File: src/mdab_div.sv
// iterative restoring divider, one quotient bit per cycle
// standalone, no package dependencies
module mdab_div #(
  parameter int DW = 32,
  parameter int NW = 8
) (
  input  logic          clk,
  input  logic          rst_n,
  input  logic          go,
  input  logic [DW-1:0] dividend,
  input  logic [NW-1:0] divisor,
  output logic          done,
  output logic [DW-1:0] quo,
  output logic [NW-1:0] rem
);

  localparam int CW = $clog2(DW + 1);

  logic [CW-1:0] cnt_r, cnt_nxt;
  logic          run_r, run_nxt;
  logic          done_r, done_nxt;
  logic [DW-1:0] quo_r, quo_nxt;
  logic [NW-1:0] rem_r, rem_nxt;
  logic [NW:0]   trial;

  always_comb begin
    trial    = {rem_r, quo_r[DW-1]};
    cnt_nxt  = cnt_r;
    run_nxt  = run_r;
    done_nxt = 1'b0;
    quo_nxt  = quo_r;
    rem_nxt  = rem_r;
    if (go) begin
      run_nxt = 1'b1;
      cnt_nxt = CW'(DW);
      quo_nxt = dividend;
      rem_nxt = '0;
    end else if (run_r) begin
      if (trial >= {1'b0, divisor}) begin
        rem_nxt = NW'(trial - {1'b0, divisor});
        quo_nxt = {quo_r[DW-2:0], 1'b1};
      end else begin
        rem_nxt = trial[NW-1:0];
        quo_nxt = {quo_r[DW-2:0], 1'b0};
      end
      cnt_nxt = cnt_r - CW'(1);
      if (cnt_r == CW'(1)) begin
        run_nxt  = 1'b0;
        done_nxt = 1'b1;
      end
    end
  end

  always_ff @(posedge clk) begin
    if (!rst_n) begin
      cnt_r  <= '0;
      run_r  <= 1'b0;
      done_r <= 1'b0;
    end else begin
      cnt_r  <= cnt_nxt;
      run_r  <= run_nxt;
      done_r <= done_nxt;
    end
    quo_r <= quo_nxt;
    rem_r <= rem_nxt;
  end

  assign done = done_r;
  assign quo  = quo_r;
  assign rem  = rem_r;

endmodule

File: config.mk
export PLATFORM = sky130hd
export DESIGN_NAME = mdab_div
export DESIGN_NICKNAME = d
export VERILOG_FILES = /design/src/mdab_div.sv
export SDC_FILE = /design/constraint.sdc
export NUM_CORES = 1
export LEC_CHECK = 0
export BUFFER_PORTS_ARGS = -buffer_cell sky130_fd_sc_hd__buf_2
export CAP_MARGIN = 20
export CELL_PAD_IN_SITES_DETAIL_PLACEMENT = 0
export CELL_PAD_IN_SITES_GLOBAL_PLACEMENT = 1
export CORE_MARGIN = 2
export CORE_UTILIZATION = 30
export DETAILED_ROUTE_END_ITERATION = 10
export PLACE_DENSITY = 0.63
export SETUP_SLACK_MARGIN = 0.2
export SLEW_MARGIN = 40
export SYNTH_ARGS = -nofsm -noshare
export SYNTH_HDL_FRONTEND = slang
export SYNTH_SLANG_ARGS = --single-unit
File: constraint.sdc
create_clock -name clk -period 3.65 [get_ports clk]
set_clock_uncertainty 0.15 [all_clocks]
set_input_delay 0.365 -clock clk [delete_from_list [all_inputs] [get_ports clk]]
set_output_delay 0.365 -clock clk [all_outputs]
set_load 0.005 [all_outputs]
==> results of run 1 <==
## cell type report
cell class	instances	area (µm²)	area share, %
clock buffers	6	72.57	2.314
clock inverters	2	35.03	1.117
inverters	15	56.30	1.796
multi-input cells	146	1121	35.75
flip-flops and latches	48	1281	40.86
well taps	105	131.4	4.190
repair buffers	86	437.9	13.97
## how the worst max path moves through the flow
stage	startpoint	to	depth (start not counted)
floorplan	divisor[6]	quo[0]$_DFFE_PP_	8
global route	rem[5]$_SDFFE_PP0P_	quo[0]$_DFFE_PP_	6
global placement	divisor[6]	quo[0]$_DFFE_PP_	8
finish	rem[5]$_SDFFE_PP0P_	quo[0]$_DFFE_PP_	6
CTS	rem[5]$_SDFFE_PP0P_	quo[0]$_DFFE_PP_	6
detailed placement	divisor[6]	quo[0]$_DFFE_PP_	8
## where the power goes
group | internal (mW) | switching [mW] | total [mW]
sequential | 0.643 | 0.0334 | 0.677
combinational | 0.141 | 0.145 | 0.286
clock | 0.204 | 0.174 | 0.378
## state kept, by name, summed over array words and instances, names as in the netlist
name,flops
done,1
cnt_r,6
run_r,1
quo,32
rem,8
## worst max-delay path, delay by kind of cell (launching register included)
kind | cells | cell delay (ps)
AOI/OAI and AO/OA | 3 | 800
adders and majority gates | 1 | 360
DFF | 1 | 420
muxes | 1 | 300
and+or+nand+nor | 1 | 160
## through the flow
step                      worst slack, ps  std cells  hold slack, ps  total power [mW]  util (%)
final                                1227        408           189.5             1.340     38.55
after global placement               1200        400           333.6            0.9779     37.23
after floorplan                      1409        218           314.4            0.8618         -
after CTS                            1217        408           182.6             1.361     38.55
after detailed placement             1112        400           345.4            0.9783     37.23
after global routing                 1067        408           200.2             1.421     38.55
## cells by family after synthesis
| family | count (synthesis) | share of synthesized area [%] |
|---|---|---|
| adders and majority gates | 11 | 5.809 |
| AOI/OAI and AO/OA | 41 | 11.47 |
| and+or+nand+nor | 55 | 10.72 |
| DFF | 48 | 51.28 |
| muxes | 32 | 14.42 |
| xor gates and xnor gates | 7 | 2.454 |
| buffers and inverters | 24 | 3.856 |
## layer usage
layer | up-vias | wire length (µm) | global-route usage, %
li1 | 977 | - | -
met1 | 925 | 2680 | 17.64
met2 | 46 | 2718 | 19.54
met3 | 2 | 266 | 1.976
met4 | 0 | 40 | 3.261
met5 | - | 0 | 0
## cell usage in the layout (no fill, tap or decap), types with 2 or more instances in the layout
master,n
buf_2,83
mux2_2,32
edfxtp_1,32
nor2_1,19
dfxtp_1,16
inv_1,14
ha_1,10
nand2_1,9
o21ai_0,9
nand3_1,8
a21oi_1,8
xnor2_1,5
clkbuf_8,5
nand2b_1,4
a211oi_1,4
nor3_1,4
a311oi_1,4
buf_4,3
or3_1,2
a21o_1,2
nor2b_1,2
nand3b_1,2
and3_1,2
a2111o_1,2
o211ai_1,2
xor2_1,2
==> results by group, run 1 <==
Min path
  • Min-delay src: rst_n
  • Worst Hold Depth: 2
  • Worst hold path class: primary input to flop
  • Worst-case hold path end point: run_r$_SDFF_PN0_

Clock tree
  • Cts bufs inserted: 5
  • Setup bufs post-CTS: 0
  • Clock sink count: 48
  • Clock Path Buffers: 2
  • TritonCTS clock tree: yes
  • Clock Tree Root: clkbuf_8
  • Post-cts gate resize count: 0
  • Htree depth: 2
  • Hold buffer count at CTS: 0
  • Worst-skew pair later-pin latency: 290 ps
  • Worst-path clk slew: 90 ps

Logic synthesis
  • Mapped Avg Cell Area: 11.46 µm²
  • Sequential share of the synthesized area: 51.28%
  • Number of flops mapped to enable cells by yosys: 32
  • Ys async rst share: 0%
  • Most frequent cells after synthesis: edfxtp_1 (32), mux2_2 (32), nor2_1 (19)
  • Flops & latches, synth: 48
  • Cell taking the most area after synthesis: edfxtp_1
  • Top-area cell type share of the netlist area: 38.46%
  • Most common flop cell mapped by yosys: edfxtp_1
  • Synth area leaders: edfxtp_1 (38%), mux2_2 (14%), dfxtp_1 (13%)
  • Yosys warns: 0
  • Mapped Cells: 218
  • Unique cell type count in the Yosys netlist: 42
  • Cell area after synthesis: between 2000 and 2500 µm²
  • Syn nets: 272

STA
  • Min Tclk post-route: 2423 ps
  • Rel. slew slack: 55.85%
  • FMAX: 0.4127 GHz
  • Max-slew violations: 0
  • Setup_tns: 0 ps
  • RSZ-0062 raised after global routing: no
  • # setup viols final: 0
  • Slew @ Worst Pin: 657.2 ps
  • Final Cycle Share: 66.38%
  • Final hold viol count: 0

Floorplanning
  • Initial Utilization: 30.72%
  • Core region area: between 8000 and 9000 µm²
  • Die Width: between 90 and 100 µm
  • Die height: 95.26 µm
  • Io pins: 84
  • Row count: 33
  • Total die area: 9074 µm²

Cells and area
  • Post-route cell area: 3136 µm²
  • Area Growth Syn to Fin: 25.49%
  • Diode count: 0
  • Final Net Count: 356
  • Layout cells sized above 1: 42.24%
  • FILL cells: around 830

Drt
  • Vias: about 2000
  • DRC: 0
  • Initial DRC Count: between 70 and 80
  • Aggregate routed wire length: 5705 µm
  • Post-route ant nets: 0
  • Via density: 4.779
  • Routed len/inst: 13.98 µm
  • 1st-pass router iterations: 4

Setup path
  • Worst EP arrival: 2320 ps
  • Slowest CP cell: dfxtp_1
  • CP Max Fanout: 9
  • Flop-to-flop setup slack: 1230 ps
  • Critical Path Max Stage Delay: between 400 and 500 ps
  • Worst setup SP type: flop
  • Reg2Reg Capture Point: quo[0]$_DFFE_PP_
  • CP required: about 3600 ps
  • CP cell instances: ha_1, a21o_1, a211oi_1, o21a_2, nand2_1, mux2_2
  • Worst reg2reg startpoint: rem[5]$_SDFFE_PP0P_
  • Endpoint class of the critical path: flop
  • R2R depth: 6
  • Worst setup path class: flop to flop

Run status
  • Status: finished, final reports clean

Flow run
  • Maxcap violations: 0

Placed design
  • Final RePlAce weighted congestion: 0.7835
  • I/O Buffers: 83
  • Post-DP HPWL: between 4000 and 5000 µm
  • Post-DP Area: 3028 µm²

Global routing
  • GRT Util Overall: 12.38%
  • Initial antenna violation count: 0
  • Vias in the first global route: 1759
  • GRT overflow: 0
  • First-pass GRT wire length: around 8700 µm
  • Largest net degree at the start of global routing: 41

Power
  • Leak Pwr: 1.340 nW
  • Worst VDD drop: 217.7 µV
  • Pwr per Cell Area: 427.5 nW/µm²
Note: power is estimated with default switching activity, not from simulation.
==> inputs of run 2 (changes only) <==
--- a/config.mk
+++ b/config.mk
@@ -12,7 +12,7 @@
 export CORE_MARGIN = 2
 export CORE_UTILIZATION = 30
 export DETAILED_ROUTE_END_ITERATION = 10
-export PLACE_DENSITY = 0.63
+export PLACE_DENSITY = 0.65
 export SETUP_SLACK_MARGIN = 0.2
 export SLEW_MARGIN = 40
 export SYNTH_ARGS = -nofsm -noshare
==> constraint.sdc (replaced) <==
create_clock -name clk -period 2.22 [get_ports clk]
set_clock_uncertainty 0.15 [all_clocks]
set_input_delay 0.222 -clock clk [delete_from_list [all_inputs] [get_ports clk]]
set_output_delay 0.222 -clock clk [all_outputs]
set_load 0.005 [all_outputs]
==> run 2 against run 1 <==
Effect of this change:
- critical path depth rose by 2
- sequential power grew 64%
- cell count increased by 5.1%
- via count up 4.1%
- power grew 69%
- die area unchanged
- global-route usage increased by 1.2 points
- sequential share of layout area shrank 3.6 points
- maximum frequency up 15%
==> results by group, run 2 (same netlist as run 1, synthesis figures left out) <==
Floorplanning
  • Row count: 33
  • Die Width: around 95 µm
  • Core region area: 8134 µm²
  • Die height: 95.26 µm
  • Io pins: 84
  • Initial Utilization: between 30% and 40%
  • Total die area: 9074 µm²

Setup path
  • Worst path bufs/invs: 1
  • Slowest CP cell: edfxtp_1
  • CP Max Fanout: 4
  • CP cell instances: inv_2, ha_4, fa_2, nand2b_4, a2111o_1, o211ai_1, o21ai_1, a311oi_1
  • Endpoint class of the critical path: flop
  • CP required: 2280 ps
  • Worst setup path class: flop to flop
  • Critical Path Max Stage Delay: roughly 370 ps
  • Worst EP arrival: 2160 ps
  • Family with the most delay on the worst path: compound AO/OA/AOI/OAI gates
  • Worst setup SP type: flop

Clock tree
  • Worst-skew pair later-pin latency: 290 ps
  • Worst-path clk slew: 90 ps
  • Clock Tree Root: clkbuf_8
  • Clock sink count: 48
  • TritonCTS clock tree: yes
  • Hold buffer count at CTS: 0
  • Htree depth: 2
  • Clock Path Buffers: 2
  • Cts bufs inserted: 5

Cells and area
  • Diode count: 0
  • Most common cell after layout, fill and taps aside: buf_2
  • Final Net Count: roughly 380
  • Post-route cell area: 3446 µm²
  • Max reg flops: 32
  • Layout cells sized above 1: between 50% and 60%
  • Area of the multi-input gates: 1272 µm²
  • Area Growth Syn to Fin: 37.91%
  • Commonest non-fill, non-tap cells in the layout: buf_2 (83), edfxtp_1 (32), mux2_2 (31)
  • FILL cells: 791
  • Seq. cell area: roughly 1300 µm²

Placed design
  • I/O Buffers: 83
  • Post-DP Area: 3199 µm²
  • Final RePlAce weighted congestion: 0.7823
  • Post-DP HPWL: 4468 µm

STA
  • # setup viols final: 0
  • Rel. slew slack: 73.09%
  • Final Cycle Share: 94.90%
  • FMAX: 0.4746 GHz
  • Min Tclk post-route: 2107 ps
  • Slew @ Worst Pin: 403.7 ps
  • Final hold viol count: 0
  • Setup_tns: 0 ps
  • Max-slew violations: 0
  • RSZ-0062 raised after global routing: yes

Global routing
  • Vias in the first global route: between 1500 and 2000
  • GRT overflow: 0
  • GRT Util Overall: 13.60%
  • First-pass GRT wire length: 9632 µm
  • Largest net degree at the start of global routing: 32
  • Initial antenna violation count: 1

Power
  • Total Power: 2.260 mW
  • Worst VDD drop: 368.4 µV
  • Leak Pwr: roughly 1.5 nW
  • Pwr per Cell Area: 655.8 nW/µm²

Run status
  • Status: finished, final reports clean

Drt
  • DRC: 0
  • Routed len/inst: 14.27 µm
  • Vias: 2030
  • 1st-pass router iterations: 4
  • Aggregate routed wire length: 6122 µm
  • Initial DRC Count: 38
  • Post-route ant nets: 0
  • Via density: around 4.7

Flow run
  • Maxcap violations: 0

Min path
  • Worst hold path class: primary input to flop
-- run 2: report_power, final --
group          leakage (nW)  switching, mW  internal (mW)
sequential            0.454         0.0547           1.06
combinational         0.961          0.283          0.318
clock                0.0445          0.292          0.254
total                  1.46          0.630           1.63
-- run 2: path summary, 6_finish.rpt --
| kind | startpoint | endpoint | slack (ps) | depth (start not counted) |
|---|---|---|---|---|
| setup / recovery | quo[31]$_DFFE_PP_ | rem[6]$_SDFFE_PP0P_ | 110 | 8 |
| hold / removal | rst_n | run_r$_SDFF_PN0_ | 20 | 2 |
| setup reg to reg | quo[31]$_DFFE_PP_ | rem[6]$_SDFFE_PP0P_ | 110 | 8 |
| hold reg to reg | cnt_r[1]$_SDFFE_PP0P_ | cnt_r[1]$_SDFFE_PP0P_ | 350 | 2 |
-- run 2: final cells by class --
cell class	instances	area share, %
clock buffers	7	2.505
clock inverters	1	0.2179
inverters	15	1.634
multi-input cells	146	36.93
flip-flops and latches	48	37.29
well taps	105	3.813
repair buffers	107	17.61
-- run 2: repair_timing --
action,in CTS,in global routing
resized for setup,3,18
cloned,0,0
setup endpoints to repair,4,9
pin swaps,1,10
buffers inserted,2,4
-- run 2: layer usage --
layer	wire length [µm]	track usage, %	vias to the layer above
met5	13	0	-
met2	2695	20.36	66
li1	-	-	1014
met1	2859	18.51	944
met3	516	4.980	4
met4	36	3.623	2
-- run 2: worst register-to-register path: cells and delay by family (launching register included) --
family / cells / cell delay [ps]
flip-flops: 1 / 370
AO/OA/AOI/OAI: 4 / 790
buffers and inverters: 1 / 50
adder cells (fa/ha/maj): 2 / 510
AND/OR/NAND/NOR: 1 / 160
-- run 2: per-stage QoR --
stage | util, % | hold slack, ps | setup WS (ps) | instances
2_1_floorplan | - | 200.2 | 147.8 | 218
3_3_place_gp | 39.33 | 329.7 | 100.6 | 415
3_5_place_dp | 39.33 | 333.9 | 87.68 | 415
4_1_cts | 40.86 | 12.06 | 78.98 | 425
5_1_grt | 42.36 | 38.75 | -26.90 | 429
6_report | 42.36 | 22.52 | 113.1 | 429
==> inputs of run 3 (changes only) <==
--- a/config.mk
+++ b/config.mk
@@ -10,9 +10,9 @@
 export CELL_PAD_IN_SITES_DETAIL_PLACEMENT = 0
 export CELL_PAD_IN_SITES_GLOBAL_PLACEMENT = 1
 export CORE_MARGIN = 2
-export CORE_UTILIZATION = 30
+export CORE_UTILIZATION = 35
 export DETAILED_ROUTE_END_ITERATION = 10
-export PLACE_DENSITY = 0.65
+export PLACE_DENSITY = 0.74
 export SETUP_SLACK_MARGIN = 0.2
 export SLEW_MARGIN = 40
 export SYNTH_ARGS = -nofsm -noshare
==> run 3 against run 2 <==
Effect of this change:
- sequential share of layout area down 0.34 points
- worst hold slack got worse by 11 ps
- combinational power rose by 1%
- setup slack lost 23 ps
- sequential cell count did not move
- routed wire length grew 1.0%
- critical path depth stayed put
- cell area up 0.91%
- register-to-register slack lost 20 ps
- largest cell class unchanged
==> results by group, run 3 (same netlist as run 1, synthesis figures left out) <==
Placed design
  • Final RePlAce weighted congestion: 0.8346
  • I/O Buffers: 83
  • Post-DP HPWL: 4428 µm

Setup path
  • CP required: between 2000 and 2500 ps
  • Worst EP arrival: 2200 ps
  • Worst setup path class: flop to flop
  • Worst setup SP type: flop
  • Endpoint class of the critical path: flop
  • CP Max Fanout: 3

Clock tree
  • Clock Path Buffers: 2
  • Cts bufs inserted: 5
  • Hold buffer count at CTS: 0
  • Htree depth: 2
  • Clock Tree Root: clkbuf_8
  • TritonCTS clock tree: yes
  • Worst-path clk slew: around 100 ps
  • Worst-skew pair later-pin latency: around 300 ps
  • Clock sink count: 48

Power
  • Clock power share: around 28%
  • Worst VDD drop: 294.8 µV
  • Pwr per Cell Area: between 600 and 700 nW/µm²
  • Switching power: around 0.65 mW
  • Flop pwr share: 46.8%
  • Internal power: 1.725 mW
  • Leak Pwr: approximately 1.5 nW
  • Net Sw Frac: 27.42%
  • Comb pwr share: about a quarter

Drt
  • DRC: 0
  • Vias: 2090
  • Post-route ant nets: 0
  • Initial DRC Count: 145
  • Via density: 4.918
  • 1st-pass router iterations: 4
  • Routed len/inst: 14.55 µm
  • Aggregate routed wire length: 6183 µm

Run status
  • Status: finished, final reports clean

Floorplanning
  • Die height: 88.49 µm
  • Die Width: approximately 88 µm
  • Row count: 30
  • Io pins: 84
  • Core region area: 6869 µm²
  • Initial Utilization: a little over a third
  • Total die area: 7830 µm²

Cells and area
  • Max reg flops: 32
  • Core Util, Final: 50.62%
  • Area Growth Syn to Fin: 39.16%
  • FILL cells: 642
  • Final Net Count: about 380
  • Layout cells sized above 1: between 50 and 60%
  • Seq. cell area: between 1000 and 1500 µm²
  • Area of the multi-input gates: 1247 µm²
  • Most common cell after layout, fill and taps aside: buf_2
  • Commonest non-fill, non-tap cells in the layout: buf_2 (83), mux2_2 (32), edfxtp_1 (32)
  • Diode count: 0

Global routing
  • GRT overflow: 0
  • Largest net degree at the start of global routing: 30
  • GRT Util Overall: 15.99%
  • Initial antenna violation count: 0
  • Vias in the first global route: ~2000
  • First-pass GRT wire length: about 9500 µm

STA
  • Final Cycle Share: 95.95%
  • Rel. slew slack: 79.52%
  • Max-slew violations: 0
  • FMAX: 0.4694 GHz
  • Slew @ Worst Pin: 307.2 ps
  • # setup viols final: 0
  • Final hold viol count: 0
  • Min Tclk post-route: 2130 ps
  • Setup_tns: 0 ps
  • RSZ-0062 raised after global routing: yes

Flow run
  • Maxcap violations: 0

Min path
  • Worst hold path class: primary input to flop
run 3: metrics by stage:
stage / area, µm² / std cells / power (mW) / hold WS, ps / setup WS (ps)
6_report: 3477 / 425 / 2.377 / 11.21 / 89.80
3_3_place_gp: 3178 / 403 / 1.657 / 329.3 / 136.7
3_5_place_dp: 3178 / 403 / 1.660 / 333.7 / 90.17
2_1_floorplan: 2567 / 218 / 1.440 / 200.2 / 147.8
5_1_grt: 3477 / 425 / 2.506 / 24.31 / 10.43
4_1_cts: 3372 / 418 / 2.361 / 8.344 / 100.6
run 3: final cells by class:
type	instances	share of cell area, %
clock buffer	5	1.979
inverter	15	1.619
multi-input combinational	146	35.88
clock inverter	3	1.331
tap	96	3.454
sequential	48	36.96
timing repair buffer	112	18.78
run 3: path summary, 6_finish.rpt:
path / depth (start not counted) / startpoint / endpoint / slack (ps)
worst max-delay path: 8 / quo[31]$_DFFE_PP_ / rem[6]$_SDFFE_PP0P_ / 90
worst min-delay path: 2 / rst_n / run_r$_SDFF_PN0_ / 10
worst max register to register: 8 / quo[31]$_DFFE_PP_ / rem[6]$_SDFFE_PP0P_ / 90
worst min register to register: 2 / cnt_r[1]$_SDFFE_PP0P_ / cnt_r[1]$_SDFFE_PP0P_ / 350
run 3: power groups by stage:
| stage | clock [mW] | sequential (mW) | combinational (mW) |
|---|---|---|---|
| floorplan | 0 | 1.13 | 0.307 |
| global placement | 0 | 1.13 | 0.526 |
| detailed placement | 0 | 1.13 | 0.528 |
| CTS | 0.684 | 1.11 | 0.564 |
| global route | 0.707 | 1.13 | 0.672 |
| finish | 0.653 | 1.11 | 0.610 |
run 3: metal layers:
metal | GRT usage, % | part of all wire, %
met4 | 6.336 | 2.3
met5 | 0 | 0
met3 | 5.224 | 6.9
met2 | 24.20 | 47
met1 | 21.25 | 44
run 3: what timing repair did:
action | 4_1_cts | 5_1_grt
resized for setup | 6 | 11
setup buffers | 7 | 7
pin swaps | 5 | 9
endpoints found under the setup margin | 7 | 9
run 3: critical path, stage by stage, from the launching register on:
cell and delay (ps):
edfxtp_1 370, inv_2 50, ha_4 160, fa_2 340, nand2b_4 160, a2111o_1 350, o211ai_1 90, o21ai_1 100
a311oi_1 270
